**src/hdl/hex_record_page_programmer_unit_defines.svh**
```systemverilog
// ----------------------------------------------------------------------------
// Hex record page programmer - assertion macros
// Shared concurrent assertion forms; expect clk and arst_n in scope.
// ----------------------------------------------------------------------------
`ifndef HEX_RECORD_PAGE_PROGRAMMER_UNIT_DEFINES_SVH
`define HEX_RECORD_PAGE_PROGRAMMER_UNIT_DEFINES_SVH

// same-cycle implication
`define HRPP_ASSERT_IMPL(lbl, ante, cons) \
	lbl: assert property (@(posedge clk) disable iff (!arst_n) (ante) |-> (cons)) \
		else $error("hrpp: same-cycle check failed");

// next-cycle implication
`define HRPP_ASSERT_NEXT(lbl, ante, cons) \
	lbl: assert property (@(posedge clk) disable iff (!arst_n) (ante) |=> (cons)) \
		else $error("hrpp: next-cycle check failed");

`endif

```
**src/hdl/hrpp_pkg.sv**
```systemverilog
`timescale 1ns / 1ps
// ----------------------------------------------------------------------------
// hrpp_pkg
// Types and constants shared by the hex record page programmer.
// ----------------------------------------------------------------------------
package hrpp_pkg;

	// page size in bytes; must be a power of two
	localparam int PAGE_BYTES      = 256;
	localparam int MAX_RECORD_DATA = 32;

	localparam logic [19:0] PAGE_MASK    = 20'(PAGE_BYTES - 1);
	localparam logic [7:0]  MAX_DATA_LEN = 8'(MAX_RECORD_DATA);

	localparam int MAX_CMDS = 3;
	localparam int CNT_W    = $clog2(MAX_CMDS + 1);

	localparam logic [7:0] REC_DATA    = 8'd0;
	localparam logic [7:0] REC_EOF     = 8'd1;
	localparam logic [7:0] REC_EXT_SEG = 8'd2;

	typedef enum logic [2:0] {
		POS_SYNC,
		POS_LEN,
		POS_ALO,
		POS_AHI,
		POS_TYPE,
		POS_DATA,
		POS_CKSUM
	} field_pos_t;

	typedef enum logic [1:0] {
		OP_FILL  = 2'd0,
		OP_ERASE = 2'd1,
		OP_WRITE = 2'd2,
		OP_START = 2'd3
	} op_t;

	typedef struct packed {
		op_t         opcode;
		logic [19:0] address;
		logic [15:0] word;
	} cmd_t;

	typedef struct packed {
		cmd_t [MAX_CMDS-1:0] cmds;
		logic [CNT_W-1:0]    count;
	} cmd_bundle_t;

endpackage

```
**src/hdl/hex_record_page_programmer_unit.sv**
```systemverilog
`timescale 1ns / 1ps
// ----------------------------------------------------------------------------
// hex_record_page_programmer_unit
// Turns a binary hex-record byte stream into page fill/erase/write commands.
// ----------------------------------------------------------------------------
// A byte that yields at most one command is taken every cycle while the command
// side keeps up. A data byte that crosses into a new page while the old one is
// dirty, or an end-of-file checksum byte with a dirty page, yields three
// commands. The command queue has a single output that drains one command per
// cycle while out_stall is low, so the next byte then waits and is taken in
// the cycle that the third command leaves. Bytes after the start-application
// command are taken and dropped. PAGE_BYTES must be a power of two.

module hex_record_page_programmer_unit (
	input  logic        clk,
	input  logic        arst_n,
	input  logic        in_valid,
	output logic        in_stall,
	input  logic [7:0]  rec_byte,
	output logic        out_valid,
	input  logic        out_stall,
	output logic [1:0]  opcode,
	output logic [19:0] cmd_address,
	output logic [15:0] fill_word,
	output logic        last
);

	hrpp_pkg::cmd_bundle_t bundle;
	hrpp_pkg::cmd_t        head;
	logic                  can_load;
	logic                  take;

	assign in_stall = !can_load;
	assign take     = in_valid && can_load;

	hrpp_parser u_parser (
		.clk      (clk),
		.arst_n   (arst_n),
		.take     (take),
		.rec_byte (rec_byte),
		.bundle   (bundle)
	);

	hrpp_cmd_queue u_queue (
		.clk       (clk),
		.arst_n    (arst_n),
		.load      (take),
		.bundle    (bundle),
		.can_load  (can_load),
		.out_valid (out_valid),
		.out_stall (out_stall),
		.head      (head),
		.last      (last)
	);

	assign opcode      = head.opcode;
	assign cmd_address = head.address;
	assign fill_word   = head.word;

endmodule

```
**src/hdl/hrpp_parser.sv**
```systemverilog
`timescale 1ns / 1ps
// ----------------------------------------------------------------------------
// hrpp_parser
// Record framing state and command generation for one stream byte.
// ----------------------------------------------------------------------------
`include "hex_record_page_programmer_unit_defines.svh"

module hrpp_parser (
	input  logic                 clk,
	input  logic                 arst_n,
	input  logic                 take,
	input  logic [7:0]           rec_byte,
	output hrpp_pkg::cmd_bundle_t bundle
);

	hrpp_pkg::field_pos_t pos_q, pos_n;
	logic [7:0]  len_q, len_n;
	logic [7:0]  left_q, left_n;
	logic [16:0] addr_q, addr_n;
	logic [7:0]  type_q, type_n;
	logic [19:0] base_q, base_n;
	logic [19:0] page_q, page_n;
	logic        dirty_q, dirty_n;
	logic [7:0]  hold_q, hold_n;
	logic        phase_q, phase_n;
	logic        finished_q, finished_n;

	logic [7:0]  idx;
	logic [7:0]  eff;
	logic [8:0]  idx_inc;
	logic [19:0] full_addr;
	logic [19:0] word_page;
	logic        emit;
	logic        eof;
	logic [15:0] word;
	logic        flush;
	hrpp_pkg::cmd_t tail;

	assign idx       = len_q - left_q;
	assign eff       = (len_q < hrpp_pkg::MAX_DATA_LEN) ? len_q : hrpp_pkg::MAX_DATA_LEN;
	assign idx_inc   = {1'b0, idx} + 9'd1;
	assign full_addr = {3'b000, addr_q} + base_q;
	assign word_page = full_addr & ~hrpp_pkg::PAGE_MASK;

	always_comb begin
		pos_n      = pos_q;
		len_n      = len_q;
		left_n     = left_q;
		addr_n     = addr_q;
		type_n     = type_q;
		base_n     = base_q;
		page_n     = page_q;
		dirty_n    = dirty_q;
		hold_n     = hold_q;
		phase_n    = phase_q;
		finished_n = finished_q;
		emit       = 1'b0;
		eof        = 1'b0;
		word       = '0;
		if (!finished_q) begin
			case (pos_q)
				hrpp_pkg::POS_SYNC: begin
					pos_n = hrpp_pkg::POS_LEN;
				end
				hrpp_pkg::POS_LEN: begin
					len_n   = rec_byte;
					left_n  = rec_byte;
					phase_n = 1'b0;
					pos_n   = hrpp_pkg::POS_ALO;
				end
				hrpp_pkg::POS_ALO: begin
					addr_n = {9'd0, rec_byte};
					pos_n  = hrpp_pkg::POS_AHI;
				end
				hrpp_pkg::POS_AHI: begin
					addr_n = {1'b0, rec_byte, addr_q[7:0]};
					pos_n  = hrpp_pkg::POS_TYPE;
				end
				hrpp_pkg::POS_TYPE: begin
					type_n = rec_byte;
					pos_n  = (left_q == 8'd0) ? hrpp_pkg::POS_CKSUM : hrpp_pkg::POS_DATA;
				end
				hrpp_pkg::POS_DATA: begin
					if (type_q == hrpp_pkg::REC_DATA && idx < eff) begin
						if (!phase_q) begin
							hold_n = rec_byte;
							// trailing odd byte goes out with a zero high byte
							if (idx_inc == {1'b0, eff}) begin
								emit    = 1'b1;
								word    = {8'd0, rec_byte};
								phase_n = 1'b0;
							end else begin
								phase_n = 1'b1;
							end
						end else begin
							emit    = 1'b1;
							word    = {rec_byte, hold_q};
							phase_n = 1'b0;
						end
					end else if (type_q == hrpp_pkg::REC_EXT_SEG && idx == 8'd0) begin
						base_n = {rec_byte, 12'd0};
					end
					left_n = left_q - 8'd1;
					if (left_q == 8'd1) begin
						pos_n = hrpp_pkg::POS_CKSUM;
					end
				end
				default: begin
					// checksum byte: consume, act on end of file
					if (type_q == hrpp_pkg::REC_EOF) begin
						eof        = 1'b1;
						finished_n = 1'b1;
					end
					pos_n = hrpp_pkg::POS_SYNC;
				end
			endcase
		end
		if (emit) begin
			page_n  = word_page;
			addr_n  = addr_q + 17'd2;
			dirty_n = 1'b1;
		end
	end

	assign flush = dirty_q && (eof || (emit && word_page != page_q));

	always_comb begin
		tail.opcode  = emit ? hrpp_pkg::OP_FILL : hrpp_pkg::OP_START;
		tail.address = emit ? {4'd0, addr_q[15:0]} : 20'd0;
		tail.word    = emit ? word : 16'd0;
		bundle       = '0;
		if (flush) begin
			bundle.cmds[0].opcode  = hrpp_pkg::OP_ERASE;
			bundle.cmds[0].address = page_q;
			bundle.cmds[1].opcode  = hrpp_pkg::OP_WRITE;
			bundle.cmds[1].address = page_q;
			bundle.cmds[2]         = tail;
			bundle.count           = hrpp_pkg::CNT_W'(3);
		end else if (emit || eof) begin
			bundle.cmds[0] = tail;
			bundle.count   = hrpp_pkg::CNT_W'(1);
		end
	end

	always_ff @(posedge clk or negedge arst_n) begin
		if (!arst_n) begin
			pos_q      <= hrpp_pkg::POS_SYNC;
			len_q      <= '0;
			left_q     <= '0;
			addr_q     <= '0;
			type_q     <= '0;
			base_q     <= '0;
			page_q     <= '0;
			dirty_q    <= 1'b0;
			hold_q     <= '0;
			phase_q    <= 1'b0;
			finished_q <= 1'b0;
		end else if (take) begin
			pos_q      <= pos_n;
			len_q      <= len_n;
			left_q     <= left_n;
			addr_q     <= addr_n;
			type_q     <= type_n;
			base_q     <= base_n;
			page_q     <= page_n;
			dirty_q    <= dirty_n;
			hold_q     <= hold_n;
			phase_q    <= phase_n;
			finished_q <= finished_n;
		end
	end

	`HRPP_ASSERT_NEXT(a_finished_sticky, finished_q, finished_q)
	`HRPP_ASSERT_NEXT(a_dirty_sticky, dirty_q, dirty_q)
	`HRPP_ASSERT_IMPL(a_silent_after_start, finished_q, bundle.count == '0)

endmodule

```
**src/hdl/hrpp_cmd_queue.sv**
```systemverilog
`timescale 1ns / 1ps
// ----------------------------------------------------------------------------
// hrpp_cmd_queue
// Result register holding the commands of one byte, drained one per cycle while out_stall is low.
// ----------------------------------------------------------------------------
`include "hex_record_page_programmer_unit_defines.svh"

module hrpp_cmd_queue (
	input  logic                  clk,
	input  logic                  arst_n,
	input  logic                  load,
	input  hrpp_pkg::cmd_bundle_t bundle,
	output logic                  can_load,
	output logic                  out_valid,
	input  logic                  out_stall,
	output hrpp_pkg::cmd_t        head,
	output logic                  last
);

	hrpp_pkg::cmd_t [hrpp_pkg::MAX_CMDS-1:0] entry_q;
	logic [hrpp_pkg::CNT_W-1:0]              cnt_q;
	logic                                    pop;

	assign out_valid = (cnt_q != '0);
	assign pop       = out_valid && !out_stall;
	assign head      = entry_q[0];
	assign last      = (cnt_q == hrpp_pkg::CNT_W'(1));
	// take a new byte when empty or once the final pending command leaves
	assign can_load  = (cnt_q == '0) || (last && !out_stall);

	always_ff @(posedge clk or negedge arst_n) begin
		if (!arst_n) begin
			cnt_q <= '0;
		end else if (load) begin
			cnt_q <= bundle.count;
		end else if (pop) begin
			cnt_q <= cnt_q - hrpp_pkg::CNT_W'(1);
		end
	end

	always_ff @(posedge clk) begin
		if (load) begin
			entry_q <= bundle.cmds;
		end else if (pop) begin
			for (int i = 0; i < hrpp_pkg::MAX_CMDS - 1; i++) begin
				entry_q[i] <= entry_q[i+1];
			end
			entry_q[hrpp_pkg::MAX_CMDS-1] <= '0;
		end
	end

	`HRPP_ASSERT_IMPL(a_load_when_drained, load, cnt_q == '0 || (last && pop))
	`HRPP_ASSERT_NEXT(a_pop_advances, pop && !load, cnt_q == $past(cnt_q) - hrpp_pkg::CNT_W'(1))
	`HRPP_ASSERT_NEXT(a_load_shows, load && bundle.count != '0, out_valid)

endmodule
```
**config.mk**
```make
export PLATFORM = sky130hd
export DESIGN_NAME = hex_record_page_programmer_unit
export DESIGN_NICKNAME = d
export VERILOG_FILES = /design/src/hdl/hrpp_pkg.sv /design/src/hdl/hex_record_page_programmer_unit.sv /design/src/hdl/hrpp_parser.sv /design/src/hdl/hrpp_cmd_queue.sv
export VERILOG_INCLUDE_DIRS = /design/src /design/src/hdl
export SDC_FILE = /design/constraint.sdc
export NUM_CORES = 1
export LEC_CHECK = 0
export BUFFER_PORTS_ARGS = -buffer_cell sky130_fd_sc_hd__buf_4
export CORE_ASPECT_RATIO = 1.5
export CORE_UTILIZATION = 45
export CTS_CLUSTER_SIZE = 12
export DETAILED_ROUTE_END_ITERATION = 10
export MAX_ROUTING_LAYER = met4
export SLEW_MARGIN = 5
export SYNTH_ARGS = -nofsm -noshare
export SYNTH_HDL_FRONTEND = slang
export SYNTH_SLANG_ARGS = --single-unit
export TNS_END_PERCENT = 10
```
**constraint.sdc**
```tcl
create_clock -name clk -period 10.6 [get_ports clk]
set_input_delay 1.06 -clock clk [delete_from_list [all_inputs] [get_ports clk]]
set_output_delay 1.06 -clock clk [all_outputs]
set_load 0.005 [all_outputs]
```
# Word-level counts from Yosys, hierarchy flattened
# Index checks and enable logic that the tools add are counted.
dict set report word_totals {
  ff_bits 191
  inputBits 12
  output_inout_bits 41
  word_cells 119
}
dict set report classes {
  addsub 6
  magnitude_cmp 2
  eq_ne 15
  muxes 38
  n_bitwise 3
  n_reduce_logical 33
}
# op count
set ops {}
lappend ops {{114-bit 2-to-1 mux} 2}
lappend ops {{16-bit 2-to-1 mux} 7}
lappend ops {{60-bit 2-to-1 mux} 1}
lappend ops {{40-bit 2-to-1 mux} 1}
lappend ops {{17-bit 2-to-1 mux} 2}
lappend ops {{17-bit one-hot mux with 2 select lines} 1}
lappend ops {{8-bit logical NOT} 3}
lappend ops {{22-bit 2-to-1 mux} 1}
lappend ops {{17-bit by 20-bit adder with 20-bit output} 1}
lappend ops {{3-bit one-hot mux with 6 select lines} 1}
lappend ops {{17-bit by 2-bit adder with 17-bit output (second input constant)} 1}
lappend ops {{8-bit by 1-bit == test with 1-bit output (second input constant)} 2}
lappend ops {{8-bit 2-to-1 mux} 2}
lappend ops {{8-bit one-hot mux with 2 select lines} 1}
lappend ops {{3-bit AND reduction} 5}
lappend ops {{1-bit 2-to-1 mux} 12}
lappend ops {{12-bit inequality test} 1}
lappend ops {{2-bit 2-to-1 mux} 5}
lappend ops {{5-bit AND reduction} 2}
lappend ops {{8-bit by 1-bit adder with 9-bit output (second input constant)} 1}
lappend ops {{9-bit by 8-bit == test with 1-bit output} 1}
lappend ops {{8-bit by 2-bit == test with 1-bit output (second input constant)} 1}
lappend ops {{8-bit by 6-bit < comparator with 1-bit output (second input constant)} 1}
lappend ops {{8-bit < comparator} 1}
lappend ops {{22 further kinds} 41}

# Longest topological paths before layout
# Gate-level depths: netlist of run 1.
dict set report depth {
  ltp_word 13
  mapped_depth 18
  mapped_depth_nobuf 16
}

# Hierarchy
# Synthesis of run 1 repeated with hierarchy kept, for this count alone.
dict set report hier_totals {
  cells_unflattened 1005
  area_unflattened_um2 11272.1
}
# module instances cells_per_inst area_per_inst_um2 seq_area_each_um2
set modules_own_cells {}
lappend modules_own_cells {hrpp_parser 1 706 5865.6 1876.8}
lappend modules_own_cells {hrpp_cmd_queue 1 297 5396.4 3473.3}
lappend modules_own_cells {hex_record_page_programmer_unit 1 2 10.0 0.0}

# Least setup slack after synthesis of run 1
# OpenSTA, ideal clock, no wires.
dict set report synth_timing {
  kind {input -> register}
  startpoint {input port out_stall}
  endpoint {register u_queue.entry_q[100] in the netlist's numbering, enable pin}
  setup_ns 0.446
  arrival_time_ns 3.564
  required_time_ns 10.154
  path_slack_ns 6.590
  cell_stages 4
  path_buffers 1
  cell_sequence {nor2_1 -> a21oi_1 -> clkbuf_1 -> inv_1}
}
dict set report synth_via {
  elab_chain_cells 5
  word_cells_on_any_way 6
  cone_classes {reduce/logical (6)}
}
# item line
set synth_rtl {}
lappend synth_rtl {{start: declaration} hex_record_page_programmer_unit.sv:21} ;# input logic out_stall,
lappend synth_rtl {{1-bit logical NOT (*)} {hrpp_cmd_queue.sv:25, hrpp_cmd_queue.sv:29}}
lappend synth_rtl {{1-bit logical AND} hrpp_cmd_queue.sv:29} ;# assign can_load = (cnt_q == '0) || (last && !out_stall);
lappend synth_rtl {{1-bit logical OR} hrpp_cmd_queue.sv:29}
lappend synth_rtl {{1-bit logical AND} hex_record_page_programmer_unit.sv:34} ;# assign take = in_valid && can_load;
lappend synth_rtl {{2-bit nonzero test (no source line) (*)} n/a}
lappend synth_rtl {{end signal: assignment} hrpp_cmd_queue.sv:43} ;# entry_q <= bundle.cmds;
lappend synth_rtl {{end signal: indexed assignment} hrpp_cmd_queue.sv:46} ;# entry_q[i] <= entry_q[i+1];
lappend synth_rtl {{end: declaration} hrpp_cmd_queue.sv:20} ;# hrpp_pkg::cmd_t [hrpp_pkg::MAX_CMDS-1:0] entry_q;
# Every way passes the cells marked *; elsewhere a longest branch is shown, timed or not.
# A chain may end at the register's enable or synchronous reset.

# Final worst setup path of run 1
dict set report layout_timing {
  startpoint {register u_parser.left_q[0]}
  endpoint {register u_queue.entry_q (netlist bit u_queue.head[8]), data pin}
}
dict set report layout_via {
  elab_chain_cells 13
  word_cells_on_any_way 21
  cone_classes {add/sub (2); order compare (1); eq/ne (1); mux (12); reduce/logical (5)}
}
# item line
set layout_rtl {}
lappend layout_rtl {{start: declaration} hrpp_parser.sv:18} ;# logic [7:0] left_q, left_n;
lappend layout_rtl {{start signal: assignment} hrpp_parser.sv:161} ;# left_q <= left_n;
lappend layout_rtl {{8-bit subtractor (*)} hrpp_parser.sv:39} ;# assign idx = len_q - left_q;
lappend layout_rtl {{8-bit by 1-bit adder with 9-bit output} hrpp_parser.sv:41} ;# assign idx_inc = {1'b0, idx} + 9'd1;
lappend layout_rtl {{9-bit by 8-bit == test with 1-bit output} hrpp_parser.sv:88} ;# if (idx_inc == {1'b0, eff}) begin
lappend layout_rtl {{1-bit 2-to-1 mux} hrpp_parser.sv:88}
lappend layout_rtl {{1-bit 2-to-1 mux} hrpp_parser.sv:85} ;# if (!phase_q) begin
lappend layout_rtl {{1-bit 2-to-1 mux} hrpp_parser.sv:84} ;# if (type_q == hrpp_pkg::REC_DATA && idx < eff) begin
lappend layout_rtl {{1-bit 2-to-1 mux} hrpp_parser.sv:61} ;# case (pos_q)
lappend layout_rtl {{1-bit 2-to-1 mux} hrpp_parser.sv:60} ;# if (!finished_q) begin
lappend layout_rtl {{1-bit logical AND} hrpp_parser.sv:125} ;# assign flush = dirty_q && (eof || (emit && word_page != page_q));
lappend layout_rtl {{1-bit logical OR} hrpp_parser.sv:125}
lappend layout_rtl {{1-bit logical AND} hrpp_parser.sv:125}
lappend layout_rtl {{16-bit 2-to-1 mux (*)} hrpp_parser.sv:132} ;# if (flush) begin
lappend layout_rtl {{114-bit 2-to-1 mux (*)} hrpp_cmd_queue.sv:42} ;# if (load) begin
# Marks and branches as above.

==> impl_results.html, run 1 <==
<table>
<tr><th>Metric</th><th>Value</th></tr>
<tr><th colspan="2">Yosys</th></tr>
<tr><td>#FFs+latches synth</td><td>186</td></tr>
<tr><td>Async SR Flop Fraction</td><td>0.414</td></tr>
<tr><td>Proportion of synthesized chip area in sequential cells</td><td>0.513</td></tr>
<tr><td>Number of distinct standard cells referenced by the synthesized netlist</td><td>79</td></tr>
<tr><td>Netlist area before placement</td><td>9830 µm²</td></tr>
<tr><td>Synth warn</td><td>0</td></tr>
<tr><td>Average footprint of a synthesized cell</td><td>10.8 µm²</td></tr>
<tr><td>Count of flip-flops with a built-in enable after synthesis</td><td>93</td></tr>
<tr><td>Number of instances in the synthesized netlist</td><td>913</td></tr>
<tr><td>Leading register cell type out of synthesis</td><td>edfxtp_1</td></tr>
<tr><th colspan="2">Power and ir drop</th></tr>
<tr><td>Internal Dissipation</td><td>0.00195 W</td></tr>
<tr><td>Part of the total power dissipated in combinational logic</td><td>0.411</td></tr>
<tr><td>Cell Pwr Density</td><td>291 nW/µm²</td></tr>
<tr><td>Peak ir drop on the vdd network</td><td>172 µV</td></tr>
<tr><td>Clock power frac</td><td>0.196</td></tr>
<tr><td>Sequential cell fraction of total power</td><td>0.393</td></tr>
<tr><td>Leak pwr</td><td>4.33 nW</td></tr>
<tr><td>Sw Share</td><td>0.377</td></tr>
<tr><td>Net switching power of the design</td><td>0.00118 W</td></tr>
<tr><th colspan="2">Cells and area</th></tr>
<tr><td>Layout cell share with drive strength beyond 1</td><td>0.170</td></tr>
<tr><td>Final std cell area, no fill</td><td>10700 µm²</td></tr>
<tr><td># nets final</td><td>955</td></tr>
<tr><td>Diodes inserted</td><td>0</td></tr>
<tr><td>Most used cells in the layout excluding fill and tap cells</td><td>93 x nand2_1, 93 x edfxtp_1, 77 x dfrtp_1</td></tr>
<tr><td>Area growth from synthesis to final layout</td><td>9.33%</td></tr>
<tr><th colspan="2">Floorplanning</th></tr>
<tr><td>Top-level port count</td><td>53</td></tr>
<tr><td>Vertical die dimension</td><td>183 µm</td></tr>
<tr><td>Rows</td><td>65</td></tr>
<tr><td>Floorplan core area</td><td>21200 µm²</td></tr>
<tr><td>Width of the die</td><td>123 µm</td></tr>
<tr><td>Initial Util</td><td>0.463</td></tr>
<tr><td>Total die area</td><td>22500 µm²</td></tr>
<tr><th colspan="2">Route</th></tr>
<tr><td>Remaining antenna violation count</td><td>0</td></tr>
<tr><td>Number of vias in the routed layout</td><td>6909</td></tr>
<tr><td>Number of DRC markers in iteration 0</td><td>536</td></tr>
<tr><td>Total length of routed wires</td><td>22800 µm</td></tr>
<tr><td>DRC violations left</td><td>0</td></tr>
<tr><td>Number of detailed-route iterations in the first pass</td><td>5</td></tr>
<tr><td>Routed wire length per instance</td><td>19.1 µm</td></tr>
<tr><td>Ratio of routed vias to standard cells</td><td>5.78</td></tr>
<tr><th colspan="2">Clocking</th></tr>
<tr><td>CTS Buffer Depth</td><td>2</td></tr>
<tr><td>Total number of H-tree levels</td><td>4</td></tr>
<tr><td>CTS-repair resized insts</td><td>0</td></tr>
<tr><td>Setup fix buffers added after clock tree synthesis</td><td>0</td></tr>
<tr><td>Hold-fix buffers at CTS</td><td>0</td></tr>
<tr><td>CTS tree</td><td>built</td></tr>
<tr><td>Number of clock sinks seen by CTS</td><td>186</td></tr>
<tr><td>Insertion delay of the later-clocked pin in the worst-skew pair</td><td>430 ps</td></tr>
<tr><td>Num CTS Buffers</td><td>17</td></tr>
<tr><td>Clk slew on worst S/H paths</td><td>70 ps</td></tr>
<tr><td>Clock tree root buffer cell</td><td>clkbuf_16</td></tr>
<tr><th colspan="2">Run</th></tr>
<tr><td>Max-cap violations</td><td>0</td></tr>
<tr><th colspan="2">GRT</th></tr>
<tr><td>Initial antenna violation count</td><td>0</td></tr>
<tr><td>Wire length of the first global-routing pass</td><td>37100 µm</td></tr>
<tr><td>Sum of overflow across all layers after global routing</td><td>0</td></tr>
<tr><td>Maximum number of pins on one net before global-route repair</td><td>76</td></tr>
<tr><td>Overall track demand over capacity in global routing</td><td>0.225</td></tr>
<tr><td>Via count of the first global-routing pass</td><td>6680</td></tr>
<tr><th colspan="2">Placement</th></tr>
<tr><td>Port-buffer cells</td><td>52</td></tr>
<tr><td>Global placer's final weighted congestion</td><td>0.878</td></tr>
<tr><td>Total half-perimeter wirelength after legalization and detailed placement</td><td>15100 µm</td></tr>
<tr><td>Standard cell area after detailed placement</td><td>10200 µm²</td></tr>
<tr><th colspan="2">Critical path</th></tr>
<tr><td>Arrival @ worst endpoint</td><td>5230 ps</td></tr>
<tr><td>Maximum single-stage delay on the critical path</td><td>810 ps</td></tr>
<tr><td>Slowest-stage cell, CP</td><td>or3_1</td></tr>
<tr><td>Endpoint class of the critical path</td><td>register</td></tr>
<tr><td>Largest fanout on the critical path</td><td>23</td></tr>
<tr><td>Critical path start-end classification</td><td>reg2reg</td></tr>
<tr><td>Chain of cells forming the critical path</td><td>ha_1, inv_1, fa_1, a211oi_1, nor2_1, o311a_1, inv_2, nand4_1, xnor2_1, or4_4, a221o_1, or3_1, o21ai_0</td></tr>
<tr><td>Element type at the critical path start</td><td>register</td></tr>
<tr><td>Data required time at the worst endpoint</td><td>10840 ps</td></tr>
<tr><th colspan="2">Timing</th></tr>
<tr><td>Headroom to the max-slew limit</td><td>0.189</td></tr>
<tr><td>Hold slack</td><td>411 ps</td></tr>
<tr><td>RSZ-0062 raised after global routing</td><td>false</td></tr>
<tr><td>Setup-violating endpoint count in the final report</td><td>0</td></tr>
<tr><td>Setup skew after layout</td><td>9.44 ps</td></tr>
<tr><td>Worst-Margin Slew</td><td>1210 ps</td></tr>
<tr><td>Time the final worst path needs with I/O delays and setup</td><td>4980 ps</td></tr>
<tr><td>Max Slew Vio Count</td><td>0</td></tr>
<tr><td>Final hold vios</td><td>0</td></tr>
<tr><td>F_max</td><td>0.201 GHz</td></tr>
<tr><td>Final period utilization</td><td>0.470</td></tr>
<tr><td>Summed negative setup slack over all endpoints</td><td>0 ps</td></tr>
<tr><th colspan="2">Min path</th></tr>
<tr><td>Hold Path Class</td><td>in2async</td></tr>
<tr><th colspan="2">Status</th></tr>
<tr><td>Run status</td><td>complete, no violations</td></tr>
</table>
## stage by stage
step,instances,setup WS (ps),power [W],util
after floorplan,914,6590,0.00220,-
after global placement,1163,5620,0.00251,0.480
after detailed placement,1163,5640,0.00252,0.480
after CTS,1195,5570,0.00314,0.506
after global routing,1195,5140,0.00336,0.506
final,1195,5620,0.00313,0.506
## layer usage
layer	part of all wire	routed length, µm	GRT usage	up-vias
met3	0.036	825	0.0342	45
li1	-	-	-	3317
met4	0.031	706	0.0863	0
met1	0.44	10000	0.290	3373
met2	0.49	11300	0.354	174
met5	0	0	-	-
## power by group through the flow
stage | Clock [W] | Combinational, W | Sequential [W]
finish | 0.000612 | 0.00129 | 0.00123
global route | 0.000653 | 0.00144 | 0.00126
CTS | 0.000623 | 0.00129 | 0.00123
detailed placement | 0 | 0.00128 | 0.00124
global placement | 0 | 0.00128 | 0.00124
floorplan | 0 | 0.00103 | 0.00117
## registers in the layout, summed over array words and instances, names as in the netlist
| register | count |
|---|---|
| u_parser.addr_q | 17 |
| u_parser.base_q | 8 |
| u_parser.dirty_q | 1 |
| u_parser.finished_q | 1 |
| u_parser.hold_q | 8 |
| u_parser.left_q | 8 |
| u_parser.len_q | 8 |
| u_parser.page_q | 12 |
| u_parser.phase_q | 1 |
| u_parser.pos_q | 3 |
| u_parser.type_q | 8 |
| u_queue.cnt_q | 2 |
| u_queue.entry_q | 71 |
| u_queue.head | 38 |
## cells by family (layout without fill, tap and decap cells)
logic type | Yosys count | count (layout) | share of synthesized area
xor+xnor | 29 | 29 | 0.0289
buf+inv | 125 | 138 | 0.0646
simple gates | 288 | 288 | 0.147
mux | 35 | 35 | 0.0396
other cells | 1 | 2 | 0.000381
flops | 186 | 186 | 0.513
fa+ha+maj | 29 | 29 | 0.0384
compound gates | 220 | 220 | 0.169
## synthesized netlist by cell type, drive strengths merged (8+ instances only)
| library cell | n | area [µm²] |
|---|---|---|
| and2 | 19 | 119 |
| o211ai | 8 | 65.1 |
| dfrtp | 77 | 1930 |
| o31a | 8 | 70.1 |
| o311ai | 12 | 105 |
| or3 | 9 | 56.3 |
| and3 | 22 | 138 |
| inv | 40 | 150 |
| clkbuf | 38 | 143 |
| nand3 | 27 | 135 |
| dfxtp | 16 | 320 |
| nor2 | 45 | 169 |
| o21ai | 52 | 298 |
| a22o | 36 | 315 |
| nor3 | 21 | 116 |
| a221o | 11 | 110 |
| ha | 27 | 338 |
| a21oi | 34 | 174 |
| xnor2 | 16 | 148 |
| xor2 | 12 | 113 |
| nand2b | 8 | 50.1 |
| nand2 | 94 | 355 |
| edfxtp | 93 | 2790 |
| buf | 47 | 343 |
| or2 | 8 | 50.1 |
| mux2 | 31 | 349 |
## path summary, 6_finish.rpt
kind                       cells after the start                                to  slack [ps]                            from
max reg2reg                                   13         u_queue.head[8]$_DFFE_PP_        5620  u_parser.left_q[0]$_DFFE_PN0P_
max                                           13         u_queue.head[8]$_DFFE_PP_        5620  u_parser.left_q[0]$_DFFE_PN0P_
max in group asynchronous                      2    u_parser.hold_q[3]$_DFFE_PN0P_        8990                          arst_n
min reg2reg                                    1  u_queue.entry_q[39]$_SDFFE_PP0P_         460   u_queue.entry_q[77]$_DFFE_PP_
min in group clk                               1  u_queue.entry_q[39]$_SDFFE_PP0P_         460   u_queue.entry_q[77]$_DFFE_PP_
min                                            1   u_parser.page_q[17]$_DFFE_PN0P_         410                          arst_n
## critical path: cells and delay by family, from the launching register on
kind / cells / cell delay [ps]
buffers and inverters: 2 / 160
adders and majority gates: 2 / 670
DFF: 1 / 430
AOI/OAI and AO/OA: 4 / 1770
xor gates and xnor gates: 1 / 160
and+or+nand+nor: 4 / 1600
## area by class of cell
| class | instances | area, µm² |
|---|---|---|
| Fill cell | 1912 | 10500 |
| Sequential cell | 186 | 5040 |
| Multi-Input combinational cell | 603 | 4170 |
| Timing Repair Buffer | 66 | 495 |
| Clock buffer | 24 | 493 |
| Tap cell | 268 | 335 |
| Inverter | 40 | 151 |
| Clock inverter | 8 | 68.8 |
No activity file was read; power rests on OpenSTA's default activity.
==> run 2: changes to the inputs <==
==> constraint.sdc (replaced) <==
create_clock -name clk -period 4.58 [get_ports clk]
set_input_delay 0.458 -clock clk [delete_from_list [all_inputs] [get_ports clk]]
set_output_delay 0.458 -clock clk [all_outputs]
set_load 0.005 [all_outputs]
==> run 2 against run 1 <==
Compared with the run above:
- power increased by 130%
- critical path depth unchanged
- first-iteration DRC count decreased by 4.5%
==> impl_results.html, run 2 (synthesis results as in run 1) <==
<table>
<tr><th>Metric</th><th>Value</th></tr>
<tr><th colspan="2">Critical path</th></tr>
<tr><td>Endpoint class of the critical path</td><td>register (unchanged)</td></tr>
<tr><td>Element type at the critical path start</td><td>register (unchanged)</td></tr>
<tr><td>Critical path start-end classification</td><td>reg2reg (unchanged)</td></tr>
<tr><td>End of the worst register-to-register path</td><td>u_queue.head[14]$_DFFE_PP_ (was u_queue.head[8]$_DFFE_PP_)</td></tr>
<tr><td>Setup slack of the worst register-to-register path</td><td>230 ps (was 5620 ps)</td></tr>
<tr><td>R2r startpoint</td><td>u_parser.left_q[0]$_DFFE_PN0P_ (unchanged)</td></tr>
<tr><td>Largest fanout on the critical path</td><td>17 (was 23)</td></tr>
<tr><td>CP endpoint</td><td>u_queue.head[14]$_DFFE_PP_ (was u_queue.head[8]$_DFFE_PP_)</td></tr>
<tr><td>Launching element of the worst setup path</td><td>u_parser.left_q[0]$_DFFE_PN0P_ (unchanged)</td></tr>
<tr><td>Arrival @ worst endpoint</td><td>4630 ps (was 5230 ps)</td></tr>
<tr><td>Data required time at the worst endpoint</td><td>4860 ps (was 10840 ps)</td></tr>
<tr><td>Reg2Reg Depth</td><td>13 (unchanged)</td></tr>
<tr><th colspan="2">Cells and area</th></tr>
<tr><td>Largest Register</td><td>u_queue.entry_q (unchanged)</td></tr>
<tr><td>Layout cell share with drive strength beyond 1</td><td>0.177 (was 0.170)</td></tr>
<tr><td>Final std cell area, no fill</td><td>10800 µm² (was 10700 µm²)</td></tr>
<tr><td>Sequential cell area in the final layout</td><td>5040 µm² (unchanged)</td></tr>
<tr><td>Area occupied by multi-input gates</td><td>4170 µm² (about the same)</td></tr>
<tr><td>Area growth from synthesis to final layout</td><td>10.0% (was 9.33%)</td></tr>
<tr><td>Filler cell count in the final layout</td><td>1950 (was 1912)</td></tr>
<tr><td>Diodes inserted</td><td>0 (unchanged)</td></tr>
<tr><td>Most used cells in the layout excluding fill and tap cells</td><td>93 x nand2_1, 93 x edfxtp_1, 77 x dfrtp_1 (unchanged)</td></tr>
<tr><td>Max FFs per register</td><td>71 (unchanged)</td></tr>
<tr><td># nets final</td><td>961 (was 955)</td></tr>
<tr><td>Final Non-Filler Cells</td><td>1201 (was 1195)</td></tr>
<tr><th colspan="2">Clocking</th></tr>
<tr><td>Clock tree root buffer cell</td><td>clkbuf_16 (unchanged)</td></tr>
<tr><td>Total number of H-tree levels</td><td>4 (unchanged)</td></tr>
<tr><td>CTS tree</td><td>built (unchanged)</td></tr>
<tr><td>Insertion delay of the later-clocked pin in the worst-skew pair</td><td>440 ps (was 430 ps)</td></tr>
<tr><td>Num CTS Buffers</td><td>17 (unchanged)</td></tr>
<tr><td>Number of clock sinks seen by CTS</td><td>186 (unchanged)</td></tr>
<tr><td>CTS Buffer Depth</td><td>2 (unchanged)</td></tr>
<tr><td>Clk slew on worst S/H paths</td><td>70 ps (about the same)</td></tr>
<tr><th colspan="2">Route</th></tr>
<tr><td>Ratio of routed vias to standard cells</td><td>5.73 (was 5.78)</td></tr>
<tr><td>Total length of routed wires</td><td>23200 µm (was 22800 µm)</td></tr>
<tr><td>DRC violations left</td><td>0 (unchanged)</td></tr>
<tr><td>Number of detailed-route iterations in the first pass</td><td>5 (unchanged)</td></tr>
<tr><td>Number of vias in the routed layout</td><td>6880 (was 6909)</td></tr>
<tr><td>Number of DRC markers in iteration 0</td><td>512 (was 536)</td></tr>
<tr><td>Remaining antenna violation count</td><td>0 (unchanged)</td></tr>
<tr><td>Routed wire length per instance</td><td>19.3 µm (was 19.1 µm)</td></tr>
<tr><th colspan="2">GRT</th></tr>
<tr><td>Via count of the first global-routing pass</td><td>6813 (was 6680)</td></tr>
<tr><td>Sum of overflow across all layers after global routing</td><td>0 (unchanged)</td></tr>
<tr><td>Wire length of the first global-routing pass</td><td>37400 µm (was 37100 µm)</td></tr>
<tr><td>Overall track demand over capacity in global routing</td><td>0.228 (was 0.225)</td></tr>
<tr><td>Initial antenna violation count</td><td>0 (unchanged)</td></tr>
<tr><td>Maximum number of pins on one net before global-route repair</td><td>94 (was 76)</td></tr>
<tr><th colspan="2">Placement</th></tr>
<tr><td>Total half-perimeter wirelength after legalization and detailed placement</td><td>15500 µm (was 15100 µm)</td></tr>
<tr><td>Port-buffer cells</td><td>52 (unchanged)</td></tr>
<tr><td>Standard cell area after detailed placement</td><td>10200 µm² (about the same)</td></tr>
<tr><td>Global placer's final weighted congestion</td><td>0.963 (was 0.878)</td></tr>
<tr><td>Placed cell count</td><td>1168 (was 1163)</td></tr>
<tr><th colspan="2">Timing</th></tr>
<tr><td>Max Slew Vio Count</td><td>0 (unchanged)</td></tr>
<tr><td>Setup-violating endpoint count in the final report</td><td>0 (unchanged)</td></tr>
<tr><td>Summed negative setup slack over all endpoints</td><td>0 ps (unchanged)</td></tr>
<tr><td>Final period utilization</td><td>0.949 (was 0.470)</td></tr>
<tr><td>RSZ-0062 raised after global routing</td><td>false (unchanged)</td></tr>
<tr><td>Time the final worst path needs with I/O delays and setup</td><td>4350 ps (was 4980 ps)</td></tr>
<tr><td>Headroom to the max-slew limit</td><td>0.335 (was 0.189)</td></tr>
<tr><td>Setup skew after layout</td><td>16.3 ps (was 9.44 ps)</td></tr>
<tr><td>F_max</td><td>0.230 GHz (was 0.201 GHz)</td></tr>
<tr><td>Worst-Margin Slew</td><td>997 ps (was 1210 ps)</td></tr>
<tr><td>Final hold vios</td><td>0 (unchanged)</td></tr>
<tr><th colspan="2">Status</th></tr>
<tr><td>Run status</td><td>complete, no violations (unchanged)</td></tr>
<tr><th colspan="2">Min path</th></tr>
<tr><td>Hold Path Class</td><td>in2reg (was in2async)</td></tr>
<tr><th colspan="2">Floorplanning</th></tr>
<tr><td>Floorplan core area</td><td>21200 µm² (unchanged)</td></tr>
<tr><td>Vertical die dimension</td><td>183 µm (unchanged)</td></tr>
<tr><td>Total die area</td><td>22500 µm² (unchanged)</td></tr>
<tr><td>Top-level port count</td><td>53 (unchanged)</td></tr>
<tr><td>Rows</td><td>65 (unchanged)</td></tr>
<tr><td>Width of the die</td><td>123 µm (unchanged)</td></tr>
<tr><td>Initial Util</td><td>0.463 (unchanged)</td></tr>
<tr><th colspan="2">Power and ir drop</th></tr>
<tr><td>Leak pwr</td><td>4.36 nW (was 4.33 nW)</td></tr>
<tr><td>Cell Pwr Density</td><td>673 nW/µm² (was 291 nW/µm²)</td></tr>
<tr><td>Peak ir drop on the vdd network</td><td>445 µV (was 172 µV)</td></tr>
<tr><th colspan="2">Run</th></tr>
<tr><td>Max-cap violations</td><td>0 (unchanged)</td></tr>
</table>
==> run 2: worst min path at each step <==
stage | from | end | slack, ps | cells after the start
floorplan | arst_n | u_parser.addr_q[0]$_DFFE_PN0P_ | 160 | 0
global placement | arst_n | u_parser.page_q[17]$_DFFE_PN0P_ | 420 | 1
detailed placement | arst_n | u_parser.page_q[17]$_DFFE_PN0P_ | 430 | 1
CTS | rec_byte[0] | u_parser.len_q[0]$_DFFE_PN0P_ | 330 | 3
global route | rec_byte[0] | u_parser.len_q[0]$_DFFE_PN0P_ | 340 | 3
finish | rec_byte[0] | u_parser.len_q[0]$_DFFE_PN0P_ | 360 | 3
==> run 2: critical path, stage by stage (launching register included) <==
cell,delay [ps]
dfrtp_1,430
ha_1,210
inv_1,60
fa_1,450
a211oi_1,310
nor2_1,130
o311a_1,400
inv_2,100
nand4_1,100
xnor2_1,160
or4_4,550
a221o_1,370
or3_2,670
o21ai_0,250
==> run 2: power breakdown <==
part           internal, W  switching, W
registers          0.00244      0.000425
logic              0.00128       0.00170
clock network     0.000801      0.000635
==> run 2: metrics by stage <==
| stage | setup slack [ps] | utilization | hold WS [ps] | power, W |
|---|---|---|---|---|
| 2_1_floorplan | 746 | - | 162 | 0.00510 |
| 3_3_place_gp | 337 | 0.482 | 419 | 0.00582 |
| 3_5_place_dp | 242 | 0.482 | 427 | 0.00586 |
| 4_1_cts | 205 | 0.510 | 330 | 0.00731 |
| 5_1_grt | 12.9 | 0.510 | 345 | 0.00777 |
| 6_report | 232 | 0.510 | 359 | 0.00728 |
==> run 2: timing repair <==
item / in CTS / in global routing
hold buffers: 1 / 0
endpoints found under the setup margin: 0 / 17
hold endpoints to repair: 29 / 0
buffers inserted: 0 / 0
gates resized for setup: 0 / 1
==> run 2: cell type report <==
cell class                      count  area share
Clock buffer                       24      0.0447
Clock inverter                      8     0.00787
Inverter                           40      0.0140
Multi-Input combinational cell    603       0.385
Sequential cell                   186       0.466
Tap cell                          268      0.0310
Timing Repair Buffer               72      0.0514
==> run 2: metal layers <==
metal,up-vias,wire [µm],global-route usage
li1,3321,-,-
met1,3364,10200,0.280
met2,165,11700,0.373
met3,30,725,0.0336
met4,0,568,0.0902
met5,-,0,-
